### config.mk
export PLATFORM = sky130hd
export DESIGN_NAME = fm_phase_discriminator_flat
export DESIGN_NICKNAME = d
export VERILOG_FILES = /design/src/rtl/core/fmd_pkg.sv /design/src/rtl/core/fmd_if.sv /design/src/rtl/core/fmd_seq.sv /design/src/rtl/core/fm_phase_discriminator.sv /design/src/flat_wrapper.sv
export VERILOG_INCLUDE_DIRS = /design/src /design/src/rtl/core
export SDC_FILE = /design/constraint.sdc
export NUM_CORES = 2
export LEC_CHECK = 0
export ABC_AREA = 0
export BUFFER_PORTS_ARGS = -buffer_cell sky130_fd_sc_hd__buf_4
export CORE_ASPECT_RATIO = 1.1
export CORE_UTILIZATION = 28
export CTS_CLUSTER_SIZE = 24
export DETAILED_ROUTE_END_ITERATION = 10
export GPL_TIMING_DRIVEN = 0
export SLEW_MARGIN = 40
export SYNTH_ARGS = -nofsm -noshare
export SYNTH_HDL_FRONTEND = slang
export SYNTH_HIERARCHICAL = 1
export SYNTH_SLANG_ARGS = --single-unit
### constraint.sdc
create_clock -name clk_i -period 24.8 [get_ports clk_i]
set_input_delay 3.72 -clock clk_i [delete_from_list [all_inputs] [get_ports clk_i]]
set_output_delay 3.72 -clock clk_i [all_outputs]
set_load 0.01 [all_outputs]
### src/rtl/core/fm_phase_discriminator_assert.svh
// Assertion macros for the FM phase discriminator.
// Included by the top level; no other dependencies.
`ifndef FM_PHASE_DISCRIMINATOR_ASSERT_SVH
`define FM_PHASE_DISCRIMINATOR_ASSERT_SVH
`ifndef NO_ASSERTIONS
`define FMD_ASSERT(lbl, clk, rst_n, prop, msg) \
  lbl: assert property (@(posedge clk) disable iff (!rst_n) prop) else $error(msg);
`define FMD_ASSERT_ALWAYS(lbl, clk, prop, msg) \
  lbl: assert property (@(posedge clk) prop) else $error(msg);
`else
`define FMD_ASSERT(lbl, clk, rst_n, prop, msg)
`define FMD_ASSERT_ALWAYS(lbl, clk, prop, msg)
`endif
`endif

### src/rtl/core/fmd_pkg.sv
// Shared types, constants, microcode and arctangent table of the FM phase discriminator.
// No dependencies.
package fmd_pkg;

  localparam int unsigned SAMPLE_W_DEF     = 16;
  localparam int unsigned CORDIC_STEPS_DEF = 14;
  localparam int unsigned SCALE_SH         = 16;
  localparam int unsigned ATAN_DEPTH       = 24;
  localparam int unsigned ATAN_IDX_W       = 5;
  localparam int unsigned ATAN_W           = 32;
  localparam int unsigned ANG_W            = 34;
  localparam int unsigned ANG_FRAC_SH      = 18;
  localparam int unsigned PHASE_W          = 15;
  localparam int unsigned DIFF_W           = 16;
  localparam int unsigned DEEMPH_W         = 16;
  localparam int unsigned ACC_W            = 32;
  localparam int unsigned ACC_FRAC_SH      = 15;
  localparam int unsigned AUDIO_W          = 15;
  localparam int unsigned PC_W             = 3;

  localparam logic [DEEMPH_W-1:0] DEEMPH_ONE = 16'd32768;
  localparam logic [DEEMPH_W-1:0] DEEMPH_RST = 16'd8192;
  localparam logic signed [PHASE_W-1:0] PHASE_PI      = 15'sd8192;
  localparam logic signed [PHASE_W-1:0] PHASE_HALF_PI = 15'sd4096;
  localparam logic signed [DIFF_W:0]    PHASE_TWO_PI  = 17'sd16384;
  localparam logic signed [ANG_W-1:0]   ANG_HALF_PI   = 34'sd1073741824;

  typedef enum logic [2:0] {
    OP_WAIT,
    OP_ITER,
    OP_ROUND,
    OP_DIFF,
    OP_MUL,
    OP_ACC,
    OP_OUT
  } fmd_op_e;

  typedef enum logic [1:0] {
    COND_NEXT,
    COND_IN,
    COND_LOOP,
    COND_OUT
  } fmd_cond_e;

  typedef struct packed {
    fmd_op_e             op;
    fmd_cond_e           cond;
    logic [PC_W-1:0]     target;
  } fmd_uword_t;

  typedef struct packed {
    fmd_op_e op;
    logic    fire;
  } fmd_ctl_t;

  typedef struct packed {
    logic in_valid;
    logic out_free;
  } fmd_stat_t;

  function automatic fmd_uword_t ucode(logic [PC_W-1:0] pc);
    fmd_uword_t w;
    unique case (pc)
      3'd0:    w = '{op: OP_WAIT,  cond: COND_IN,   target: 3'd0};
      3'd1:    w = '{op: OP_ITER,  cond: COND_LOOP, target: 3'd1};
      3'd2:    w = '{op: OP_ROUND, cond: COND_NEXT, target: 3'd0};
      3'd3:    w = '{op: OP_DIFF,  cond: COND_NEXT, target: 3'd0};
      3'd4:    w = '{op: OP_MUL,   cond: COND_NEXT, target: 3'd0};
      3'd5:    w = '{op: OP_ACC,   cond: COND_NEXT, target: 3'd0};
      3'd6:    w = '{op: OP_OUT,   cond: COND_OUT,  target: 3'd0};
      default: w = '{op: OP_WAIT,  cond: COND_OUT,  target: 3'd0};
    endcase
    return w;
  endfunction

  // atan(2^-k), pi = 2^31
  function automatic logic [ATAN_W-1:0] atan_ang(logic [ATAN_IDX_W-1:0] idx);
    logic [ATAN_W-1:0] a;
    unique case (idx)
      5'd0:    a = 32'h20000000;
      5'd1:    a = 32'h12E4051E;
      5'd2:    a = 32'h09FB385B;
      5'd3:    a = 32'h051111D4;
      5'd4:    a = 32'h028B0D43;
      5'd5:    a = 32'h0145D7E1;
      5'd6:    a = 32'h00A2F61E;
      5'd7:    a = 32'h00517C55;
      5'd8:    a = 32'h0028BE53;
      5'd9:    a = 32'h00145F2F;
      5'd10:   a = 32'h000A2F98;
      5'd11:   a = 32'h000517CC;
      5'd12:   a = 32'h00028BE6;
      5'd13:   a = 32'h000145F3;
      5'd14:   a = 32'h0000A2FA;
      5'd15:   a = 32'h0000517D;
      5'd16:   a = 32'h000028BE;
      5'd17:   a = 32'h0000145F;
      5'd18:   a = 32'h00000A30;
      5'd19:   a = 32'h00000518;
      5'd20:   a = 32'h0000028C;
      5'd21:   a = 32'h00000146;
      5'd22:   a = 32'h000000A3;
      5'd23:   a = 32'h00000051;
      default: a = '0;
    endcase
    return a;
  endfunction

endpackage

### src/rtl/core/fmd_if.sv
// Stream interfaces of the FM phase discriminator: I/Q input beats and audio output beats.
// Depends on fmd_pkg.
interface fmd_iq_if
  import fmd_pkg::*;
#(
  parameter int unsigned SAMPLE_WIDTH = SAMPLE_W_DEF
) ();
  logic                           valid;
  logic                           ready;
  logic signed [SAMPLE_WIDTH-1:0] i_sample;
  logic signed [SAMPLE_WIDTH-1:0] q_sample;

  modport source (output valid, output i_sample, output q_sample, input ready);
  modport sink   (input valid, input i_sample, input q_sample, output ready);
endinterface

interface fmd_audio_if
  import fmd_pkg::*;
();
  logic                      valid;
  logic                      ready;
  logic signed [AUDIO_W-1:0] audio_out;

  modport source (output valid, output audio_out, input ready);
  modport sink   (input valid, input audio_out, output ready);
endinterface

### src/rtl/core/fmd_seq.sv
// Microcode sequencer: program counter, CORDIC step counter and control word decode.
// Depends on fmd_pkg.
module fmd_seq
  import fmd_pkg::*;
#(
  parameter int unsigned CORDIC_STEPS = CORDIC_STEPS_DEF,
  localparam int unsigned STEPS = (CORDIC_STEPS > ATAN_DEPTH) ? ATAN_DEPTH : CORDIC_STEPS,
  localparam int unsigned CNT_W = $clog2(STEPS)
) (
  input  logic             clk_i,
  input  logic             rst_ni,
  input  fmd_stat_t        stat_i,
  output fmd_ctl_t         ctl_o,
  output logic [CNT_W-1:0] cnt_o
);

  localparam logic [CNT_W-1:0] LAST = CNT_W'(STEPS - 1);

  logic [PC_W-1:0]  pc_q, pc_d;
  logic [CNT_W-1:0] cnt_q, cnt_d;
  fmd_uword_t       uw;
  logic             fire;
  logic             last;

  assign uw   = ucode(pc_q);
  assign last = (cnt_q == LAST);

  always_comb begin
    fire = 1'b1;
    pc_d = pc_q + PC_W'(1);
    unique case (uw.cond)
      COND_NEXT: ;
      COND_IN: begin
        fire = stat_i.in_valid;
        pc_d = fire ? pc_q + PC_W'(1) : pc_q;
      end
      COND_LOOP: begin
        pc_d = last ? pc_q + PC_W'(1) : uw.target;
      end
      COND_OUT: begin
        fire = stat_i.out_free;
        pc_d = fire ? uw.target : pc_q;
      end
      default: ;
    endcase
    cnt_d = cnt_q;
    if (uw.op == OP_ITER) begin
      cnt_d = last ? '0 : cnt_q + CNT_W'(1);
    end
  end

  always_ff @(posedge clk_i or negedge rst_ni) begin
    if (!rst_ni) begin
      pc_q  <= '0;
      cnt_q <= '0;
    end else begin
      pc_q  <= pc_d;
      cnt_q <= cnt_d;
    end
  end

  assign ctl_o = '{op: uw.op, fire: fire};
  assign cnt_o = cnt_q;

endmodule

### src/rtl/core/fm_phase_discriminator.sv
// FM phase discriminator top level: CORDIC phase, wrap-corrected difference, de-emphasis.
// Depends on fmd_pkg, fmd_if, fmd_seq and fm_phase_discriminator_assert.svh.
//
// Usage:
//   iq_i carries one I/Q pair per beat (valid/ready). audio_o carries one audio sample
//   per beat. deemph_we_i/deemph_wdata_i write the de-emphasis weight K (Q1.15); write
//   it only while no sample is in flight.
//   A beat on iq_i is taken only while the sequencer waits at its first step. After
//   that the microcode runs CORDIC_STEPS vectoring steps (capped at ATAN_DEPTH) of the
//   shared shift-add unit, then round, difference, multiply and accumulate steps, and
//   loads the output register; only then does it return to its first step, so a new
//   sample is not taken while the last one is still being computed.
//   If the receiver stalls, the result holds in the output register; the next sample is
//   still accepted and computed, and its load waits until the register is free.
//   Reset clears the sequencer, previous phase, filter state and output valid, and sets
//   K to 8192.
`include "fm_phase_discriminator_assert.svh"
module fm_phase_discriminator
  import fmd_pkg::*;
#(
  parameter int unsigned SAMPLE_WIDTH = SAMPLE_W_DEF,
  parameter int unsigned CORDIC_STEPS = CORDIC_STEPS_DEF
) (
  input  logic                clk_i,
  input  logic                rst_ni,
  fmd_iq_if.sink              iq_i,
  fmd_audio_if.source         audio_o,
  input  logic                deemph_we_i,
  input  logic [DEEMPH_W-1:0] deemph_wdata_i
);

  localparam int unsigned STEPS = (CORDIC_STEPS > ATAN_DEPTH) ? ATAN_DEPTH : CORDIC_STEPS;
  localparam int unsigned CNT_W = $clog2(STEPS);
  localparam int unsigned EXT_W = 2;
  localparam int unsigned W     = SAMPLE_WIDTH + SCALE_SH + EXT_W;
  localparam int unsigned PA_W  = DEEMPH_W + 1 + DIFF_W;
  localparam int unsigned PB_W  = DEEMPH_W + 1 + ACC_W;

  fmd_ctl_t         ctl;
  fmd_stat_t        stat;
  logic [CNT_W-1:0] cnt;

  logic signed [W-1:0]       x_q, y_q;
  logic signed [ANG_W-1:0]   z_q;
  logic                      zero_q;
  logic signed [PHASE_W-1:0] cur_q, prev_q;
  logic signed [DIFF_W-1:0]  diff_q;
  logic signed [PA_W-1:0]    pa_q;
  logic signed [PB_W-1:0]    pb_q;
  logic signed [ACC_W-1:0]   acc_q;
  logic [DEEMPH_W-1:0]       coeff_q;
  logic                      out_valid_q;
  logic signed [AUDIO_W-1:0] out_q;

  logic signed [W-1:0]       xi, yi, x0, y0, dx, dy;
  logic signed [ANG_W-1:0]   z0, ang, zsum;
  logic signed [DIFF_W:0]    zr;
  logic signed [PHASE_W-1:0] cur_d;
  logic signed [DIFF_W:0]    draw, dfix;
  logic [DEEMPH_W-1:0]       k, kc;
  logic signed [PB_W-1:0]    pb_rnd;
  logic signed [ACC_W-1:0]   acc_d, acc_rnd;

  fmd_seq #(
    .CORDIC_STEPS(CORDIC_STEPS)
  ) u_seq (
    .clk_i (clk_i),
    .rst_ni(rst_ni),
    .stat_i(stat),
    .ctl_o (ctl),
    .cnt_o (cnt)
  );

  assign iq_i.ready = (ctl.op == OP_WAIT);
  assign stat       = '{in_valid: iq_i.valid, out_free: !out_valid_q || audio_o.ready};

  // Scale and turn left-half-plane vectors into the right half plane
  always_comb begin
    xi = {{EXT_W{iq_i.i_sample[SAMPLE_WIDTH-1]}}, iq_i.i_sample, SCALE_SH'(0)};
    yi = {{EXT_W{iq_i.q_sample[SAMPLE_WIDTH-1]}}, iq_i.q_sample, SCALE_SH'(0)};
    x0 = xi;
    y0 = yi;
    z0 = '0;
    if (xi[W-1]) begin
      if (!yi[W-1]) begin
        x0 = yi;
        y0 = -xi;
        z0 = ANG_HALF_PI;
      end else begin
        x0 = -yi;
        y0 = xi;
        z0 = -ANG_HALF_PI;
      end
    end
  end

  assign dx  = y_q >>> cnt;
  assign dy  = x_q >>> cnt;
  assign ang = $signed({{(ANG_W - ATAN_W){1'b0}}, atan_ang(ATAN_IDX_W'(cnt))});

  // Round to pi = 8192 and clamp
  always_comb begin
    zsum = z_q + ANG_W'(1 << (ANG_FRAC_SH - 1));
    zr   = $signed(zsum[ANG_W-1:ANG_FRAC_SH-1]) >>> 1;
    if (zero_q) begin
      cur_d = '0;
    end else if (zr > $signed({{(DIFF_W + 1 - PHASE_W){1'b0}}, PHASE_PI})) begin
      cur_d = PHASE_PI;
    end else if (zr < -$signed({{(DIFF_W + 1 - PHASE_W){1'b0}}, PHASE_PI})) begin
      cur_d = -PHASE_PI;
    end else begin
      cur_d = PHASE_W'(zr);
    end
  end

  always_comb begin
    draw = (DIFF_W + 1)'(cur_q) - (DIFF_W + 1)'(prev_q);
    priority if (cur_q > PHASE_HALF_PI && prev_q < -PHASE_HALF_PI) begin
      dfix = draw - PHASE_TWO_PI;
    end else if (cur_q < -PHASE_HALF_PI && prev_q > PHASE_HALF_PI) begin
      dfix = draw + PHASE_TWO_PI;
    end else begin
      dfix = draw;
    end
  end

  assign k       = (coeff_q > DEEMPH_ONE) ? DEEMPH_ONE : coeff_q;
  assign kc      = DEEMPH_ONE - k;
  assign pb_rnd  = (pb_q + PB_W'(1 << (ACC_FRAC_SH - 1))) >>> ACC_FRAC_SH;
  assign acc_d   = ACC_W'(pa_q) + ACC_W'(pb_rnd);
  assign acc_rnd = acc_q + ACC_W'(1 << (ACC_FRAC_SH - 1));

  always_ff @(posedge clk_i) begin
    unique case (ctl.op)
      OP_WAIT: begin
        if (ctl.fire) begin
          x_q    <= x0;
          y_q    <= y0;
          z_q    <= z0;
          zero_q <= (iq_i.i_sample == '0) && (iq_i.q_sample == '0);
        end
      end
      OP_ITER: begin
        if (!y_q[W-1]) begin
          x_q <= x_q + dx;
          y_q <= y_q - dy;
          z_q <= z_q + ang;
        end else begin
          x_q <= x_q - dx;
          y_q <= y_q + dy;
          z_q <= z_q - ang;
        end
      end
      OP_ROUND: cur_q  <= cur_d;
      OP_DIFF:  diff_q <= DIFF_W'(dfix);
      OP_MUL: begin
        pa_q <= PA_W'($signed({1'b0, k}) * diff_q);
        pb_q <= PB_W'($signed({1'b0, kc}) * acc_q);
      end
      OP_OUT: begin
        if (ctl.fire) begin
          out_q <= acc_rnd[ACC_FRAC_SH+AUDIO_W-1:ACC_FRAC_SH];
        end
      end
      default: ;
    endcase
  end

  always_ff @(posedge clk_i or negedge rst_ni) begin
    if (!rst_ni) begin
      prev_q      <= '0;
      acc_q       <= '0;
      coeff_q     <= DEEMPH_RST;
      out_valid_q <= 1'b0;
    end else begin
      if (deemph_we_i) begin
        coeff_q <= deemph_wdata_i;
      end
      if (ctl.op == OP_DIFF) begin
        prev_q <= cur_q;
      end
      if (ctl.op == OP_ACC) begin
        acc_q <= acc_d;
      end
      if (ctl.op == OP_OUT && ctl.fire) begin
        out_valid_q <= 1'b1;
      end else if (audio_o.ready) begin
        out_valid_q <= 1'b0;
      end
    end
  end

  assign audio_o.valid     = out_valid_q;
  assign audio_o.audio_out = out_q;

  `FMD_ASSERT(a_one_beat_per_sample, clk_i, rst_ni, iq_i.valid && iq_i.ready |=> !iq_i.ready, "input accepted twice in a row")
  `FMD_ASSERT(a_load_from_out_step, clk_i, rst_ni, $rose(audio_o.valid) |-> $past(ctl.op == OP_OUT), "output loaded outside output step")
  `FMD_ASSERT(a_zero_vector_phase, clk_i, rst_ni, (ctl.op == OP_ROUND) && zero_q |=> cur_q == '0, "zero vector gave nonzero phase")
  `FMD_ASSERT_ALWAYS(a_reset_no_output, clk_i, !rst_ni |=> !audio_o.valid, "output valid during reset")

endmodule
### src/flat_wrapper.sv
// flat-port wrapper written by rule: the top's interface ports become plain ports
module fm_phase_discriminator_flat import fmd_pkg::*;
#(
  parameter int unsigned SAMPLE_WIDTH = SAMPLE_W_DEF,
  parameter int unsigned CORDIC_STEPS = CORDIC_STEPS_DEF
)
  (clk_i, rst_ni, deemph_we_i, deemph_wdata_i, iq_i_valid, iq_i_i_sample, iq_i_q_sample, iq_i_ready, audio_o_valid, audio_o_audio_out, audio_o_ready);
  fmd_iq_if #(.SAMPLE_WIDTH(SAMPLE_WIDTH)) iq_i_i ();
  fmd_audio_if audio_o_i ();
  input  logic clk_i;
  input  logic rst_ni;
  input  logic deemph_we_i;
  input  logic [DEEMPH_W-1:0] deemph_wdata_i;
  input wire logic [$bits(iq_i_i.valid)-1:0] iq_i_valid;
  input wire logic [$bits(iq_i_i.i_sample)-1:0] iq_i_i_sample;
  input wire logic [$bits(iq_i_i.q_sample)-1:0] iq_i_q_sample;
  output wire logic [$bits(iq_i_i.ready)-1:0] iq_i_ready;
  output wire logic [$bits(audio_o_i.valid)-1:0] audio_o_valid;
  output wire logic [$bits(audio_o_i.audio_out)-1:0] audio_o_audio_out;
  input wire logic [$bits(audio_o_i.ready)-1:0] audio_o_ready;
  assign iq_i_i.valid = iq_i_valid;
  assign iq_i_i.i_sample = iq_i_i_sample;
  assign iq_i_i.q_sample = iq_i_q_sample;
  assign iq_i_ready = iq_i_i.ready;
  assign audio_o_valid = audio_o_i.valid;
  assign audio_o_audio_out = audio_o_i.audio_out;
  assign audio_o_i.ready = audio_o_ready;
  fm_phase_discriminator #(.SAMPLE_WIDTH(SAMPLE_WIDTH), .CORDIC_STEPS(CORDIC_STEPS)) u_core (.clk_i(clk_i), .rst_ni(rst_ni), .iq_i(iq_i_i), .audio_o(audio_o_i), .deemph_we_i(deemph_we_i), .deemph_wdata_i(deemph_wdata_i));
endmodule
; Word level (Yosys, flattened, before mapping)
; Memory sizes are Yosys's and may differ from the RTL's.
; Index checks and enable logic that the tools add are counted.
; W data, S select, Z words.
[word_totals]
reg_bits = 299
rom_bits = 480
inputBits = 53
out_inout_bits = 17
elab_cells = 113
memories = 1
[classes]
n_addsub = 18
n_mul = 2
n_lt_le_gt_ge = 7
n_eq_ne = 19
n_shift = 2
n_mux = 29
n_reduce_logical = 18
[memory_table]
columns = memory, depth, width, rd, rd_clocked_by_memory_dff, wr, line
row1 = (no name shown), 16, 30, 1, 0, 0, fmd_pkg.sv:79  ; unique case (idx)
[op_table]
columns = operator, count
row1 = $mux W34, 12
row2 = $pmux W34 S2, 3
row3 = $add A34 B34 Y34, 2
row4 = $neg A32 Y34, 2
row5 = $sshr A34 B4 Y34, 2
row6 = $sub A34 B34 Y34, 2
row7 = $pmux W8 S7, 1
row8 = $mux W16, 3
row9 = $add A47 B16 Y47 const B, 1
row10 = $mul A17 B32 Y47, 1
row11 = $add A34 B19 Y34 const B, 1
row12 = $add A34 B33 Y34, 1
row13 = $sub A34 B33 Y34, 1
row14 = $add A32 B32 Y32, 1
row15 = $logic_not A16 Y1, 2
row16 = $mul A17 B16 Y32, 1
row17 = $add A30 B16 Y30 const B, 1
row18 = $gt A15 B14 Y1 const B, 2
row19 = $lt A15 B13 Y1 const B, 2
row20 = $eq A3 B3 Y1 const B, 6
row21 = $add A16 B16 Y16 const B, 1
row22 = $gt A16 B15 Y1 const B, 1
row23 = $gt A16 B16 Y1 const B, 1
row24 = $lt A16 B14 Y1 const B, 1
row25 = other kinds (27), 44

; Longest topological paths before layout
[logic_depth]
word_depth = 6
ltp_mapped = 36
depth_no_buf = 31

; Modules after synthesis
; The synthesis kept the hierarchy.
[by_module_without_submodules]
columns = module, n_inst, cells_per_inst, area_per_inst_um2, seq_area_each_um2
row1 = fm_phase_discriminator, 1, 5547, 50249.4, 8029.0
row2 = fmd_seq, 1, 46, 467.9, 175.2

; Least setup slack after synthesis
; No wires, ideal clock.
[synth_timing]
kind = reg2reg
from = register u_core.coeff_q[15]
to = register u_core.pb_q[46], data pin
setup_time_ns = 0.266
t_arrival_ns = 8.396
t_required_ns = 24.534
setup_slack_ns = 16.138
path_stages_with_launch = 36
path_buffers = 4
synth_period_minus_slack_ns = 8.662
cell_sequence = dfrtp_1 -> clkbuf_1 -> clkbuf_1 -> nor2b_1 -> clkbuf_1 -> inv_1 -> ha_1 -> a21boi_0 -> nand3b_1 -> o21ai_0 -> o31a_1 -> clkbuf_1 -> nand2_1 -> fa_1 -> inv_1 -> fa_1 -> inv_1 -> fa_1 -> inv_1 -> fa_1 -> fa_1 -> inv_1 -> fa_1 -> inv_1 -> ha_1 -> o21ai_0 -> a221oi_1 -> nand4_1 -> o211a_1 -> a211o_1 -> o211ai_1 -> a21boi_0 -> nor2_1 -> nor2_1 -> o41ai_1 -> xnor2_1
[synth_via]
elab_chain_cells = 4
[synth_lines]
columns = item, line
row1 = from (decl), fm_phase_discriminator.sv:51  ; logic [DEEMPH_W-1:0] coeff_q;
row2 = from (signal assigned), fm_phase_discriminator.sv:177  ; coeff_q <= deemph_wdata_i;
row3 = $gt A16 B16 Y1, fm_phase_discriminator.sv:127  ; assign k = (coeff_q > DEEMPH_ONE) ? DEEMPH_ONE : coeff_q;
row4 = $mux W16 (*), fm_phase_discriminator.sv:127
row5 = $sub A16 B16 Y16 (*), fm_phase_discriminator.sv:128  ; assign kc = DEEMPH_ONE - k;
row6 = $mul A17 B32 Y47 (*), fm_phase_discriminator.sv:158  ; pb_q <= PB_W'($signed({1'b0, kc}) * acc_q);
row7 = to (signal assigned), fm_phase_discriminator.sv:158
row8 = to (decl), fm_phase_discriminator.sv:49  ; logic signed [PB_W-1:0] pb_q;
; Mark *: on every way between the ends. The rest lies on a longest branch, timed or not.
; A chain may end at the register's enable or synchronous reset.

; Worst setup path in the final report
; Ends and elaborated chain as after synthesis.

==> results.ini <==
[drt]
routed_via_density=4.990
ant_nets=0
vias=40610
dr.pass1.iters=6
drtIter0Drc=2875
wl_microns=158000
wl_per_cell_microns=19.41
drc=0

[place]
portBuffers=66
gp_congestion=0.9575
dp_slack_ns=13.38
place_area_sq_um=54450
dp_hpwl_microns=128000

[sta]
setup_viol=0
fin_ws_ns=13.25
tns_ns=0
hold_viol=0
fin_worst_skew_ns=0.02615
final_max_slew_viol_count=0
layout_worst_path_cycle_share_pct=46.56
max_freq_ghz=0.08660
whs_ns=0.5239
finalCriticalPeriod_ns=11.55
tightest_slew_ns=0.9544
rsz0062_at_grt=false
slew_headroom_pct=36.37

[run]
cap_violations=0

[clock_tree]
cts_tree=built
cts_buffer_depth=3
h-tree-depth=2
cts_made_buffers=40
post-cts-setup-buffers=0
clock-root-buffer=clkbuf_16
ctsHoldBuffers=0
clock-sinks=285
path_clk_slew_ns=0.06
cts_resized=0
clkLatencyLatePin_ns=0.60

[min_path]
hold-path-endpoint=u_core/prev_q[0]
hp-class=register to register
min_path_cells=2
min_from=u_core/prev_q[0]

[outcome]
status=finished, final reports clean

[synth]
synth_xor_xnor_area_share_pct=6.542
synthFlopType=edfxtp_1
yosys_warnings=6
syn_area_per_cell_sq_um=9.068
postSynth.asyncResetShare_pct=24.91
synthSimpleGateAreaFrac_pct=16.62
synth_top_family_by_area=adder cells
yosys_register_bits=285
synth_compound_area_share_pct=10.36
synth.area.mux_share_pct=5.674
ys_seq_area_share_pct=16.18
synth_cell_types=93
synth_area_sq_um=50720
synth_edf_count=214
synth_nets=6709
synth_fa_ha_area_share_pct=36.20
syn_inst=5593

[die]
start_util_pct=28.23
core_area_sq_um=179700
fp.dieH_microns=448.4
die_w_microns=407.8
rows=163
io_pins=70
die_area_sq_um=182800

[layout]
layout-drive-gt1-share_pct=6.249
design_area_sq_um=55950
area_growth_pct=10.32
diodes=0
final_nets=6829

[grt]
grt_max_degree=72
grt_overflow_total=0
grt_usage_pct=17.02
grt_first_pass_wirelength_microns=243600
grt_pass1_vias=41990
grt_antenna_before_repair=1

[setup_path]
rr_worst_depth=35
startpoint=u_core/coeff_q[15]
crit_path_end_kind=register
crit_buf_inv=10
critPathKind=register to register
critPathRequiredTime_ns=25.12
regToRegStartpoint=u_core/coeff_q[15]
path_delay_family=compound AO/OA/AOI/OAI gates
critPathSlowestCell=clkbuf_1
r2r-end=u_core/pb_q[46]
rrSetupSlack_ns=13.25
worstPathMaxFanout=10
crit_arrival_ns=11.87
startpoint_type=register
cpPeakStageDelay_ns=0.60

stage by stage:
stage                     std cells  utilization (%)
after floorplan                5593                -
after global placement         8051            30.17
final                          8137            31.14
after global routing           8137            31.14
after CTS                      8136            31.13
after detailed placement       8062            30.30
logic make-up (layout without fill, tap and decap cells):
group                      after synthesis  after routing
DFF                                    285            285
adders and majority gates             1063           1063
muxes                                  191            191
AOI/OAI and AO/OA                      831            831
xor gates and xnor gates               378            378
buffers and inverters                 1102           1254
and+or+nand+nor                       1743           1743
Yosys cell counts, drive strengths merged, types with 7 or more instances:
cell type / number / area, sq um
nand3: 82 / 415.4
xnor2: 221 / 1943
nand2: 686 / 2577
o21ai: 235 / 1180
a31oi: 37 / 231.5
nor4: 28 / 205.2
nor3: 61 / 327.8
a21boi: 18 / 135.1
or3: 18 / 112.6
nand3b: 11 / 82.58
o31ai: 17 / 127.6
inv: 849 / 3187
edfxtp: 214 / 6426
mux4: 66 / 1549
nor3b: 9 / 67.56
mux2: 62 / 698.2
a21oi: 209 / 1046
xor2: 157 / 1375
and2: 335 / 2096
and3: 44 / 277.8
clkbuf: 205 / 769.5
o41ai: 9 / 78.83
ha: 389 / 4867
fa: 674 / 13490
nand4: 25 / 156.4
mux2i: 63 / 630.6
nand2b: 54 / 337.8
a211o: 8 / 70.07
and4: 7 / 61.31
a21o: 88 / 660.6
nor2b: 53 / 331.6
o211ai: 42 / 315.3
o21a: 41 / 315.3
buf: 47 / 317.8
dfrtp: 70 / 1752
nor2: 297 / 1117
a211oi: 21 / 162.6
o21bai: 23 / 176.4
or2: 12 / 75.08
flip-flops by register name, indices dropped and copies added, names as in the netlist, 4 cells and up:
name,cells
u_core/acc_q,32
u_core/audio_o.audio_out,15
u_core/coeff_q,16
u_core/cur_q,15
u_core/diff_q,16
u_core/pa_q,32
u_core/pb_q,33
u_core/prev_q,15
u_core/u_seq/cnt_o,4
u_core/x_q,34
u_core/y_q,34
u_core/z_q,34
worst reg2reg max path: cells and delay by family, from the launching register on:
family / cells / cell delay [ns]
fa+ha+maj: 8 / 3.59
simple gates: 6 / 1.18
flops: 1 / 0.34
compound gates: 10 / 3.76
xor+xnor: 1 / 0.17
buf+inv: 10 / 2.21
how the worst max path moves through the flow:
stage          depth (start not counted)  slack [ns]              end
2_1_floorplan                         35       16.14  u_core/pb_q[46]
3_3_place_gp                          31       12.72  u_core/pb_q[46]
4_1_cts                               35       13.33  u_core/pb_q[46]
6_report                              35       13.25  u_core/pb_q[46]
3_5_place_dp                          35       13.38  u_core/pb_q[46]
5_1_grt                               35       12.52  u_core/pb_q[46]
cell usage in the layout (no fill, tap or decap), drive strengths merged, types with 9 or more instances in the layout:
| cell | n |
|---|---|
| nand3b | 11 |
| inv | 852 |
| a21oi | 209 |
| a211oi | 21 |
| a21o | 88 |
| o21a | 41 |
| o21ai | 235 |
| nor4 | 28 |
| and3 | 44 |
| buf | 124 |
| edfxtp | 214 |
| xnor2 | 221 |
| ha | 389 |
| o41ai | 9 |
| or2 | 12 |
| nand2b | 54 |
| a31oi | 37 |
| clkinv | 14 |
| clkbuf | 255 |
| nand4 | 25 |
| nand2 | 686 |
| o21bai | 23 |
| or3 | 18 |
| o31ai | 17 |
| nor3b | 9 |
| fa | 674 |
| and2 | 335 |
| mux2 | 62 |
| a21boi | 18 |
| nand3 | 82 |
| nor2 | 297 |
| xor2 | 157 |
| o211ai | 42 |
| mux2i | 63 |
| nor3 | 61 |
| nor2b | 53 |
| mux4 | 66 |
| dfrtp | 70 |
cell type report:
type	instances	area [sq um]
flip-flops and latches	285	8204
inverters	850	3191
plain buffers	252	1109
fillers	18730	123700
repair buffers	78	644.4
clock buffers	49	1085
clock inverters	25	397.9
multi-input cells	4206	38330
well taps	2392	2993
layer usage:
layer  up-vias  track usage [%]  wire length [microns]
li1      18520                -                      -
met1     20230            20.67                  63490
met2      1504            29.98                  76710
met3       353            2.230                   9703
met4         0            7.602                   8056
met5         -                0                      0
Power is not shown: default switching activity piles up to over one toggle a cycle in this logic, so the estimate is an artifact.
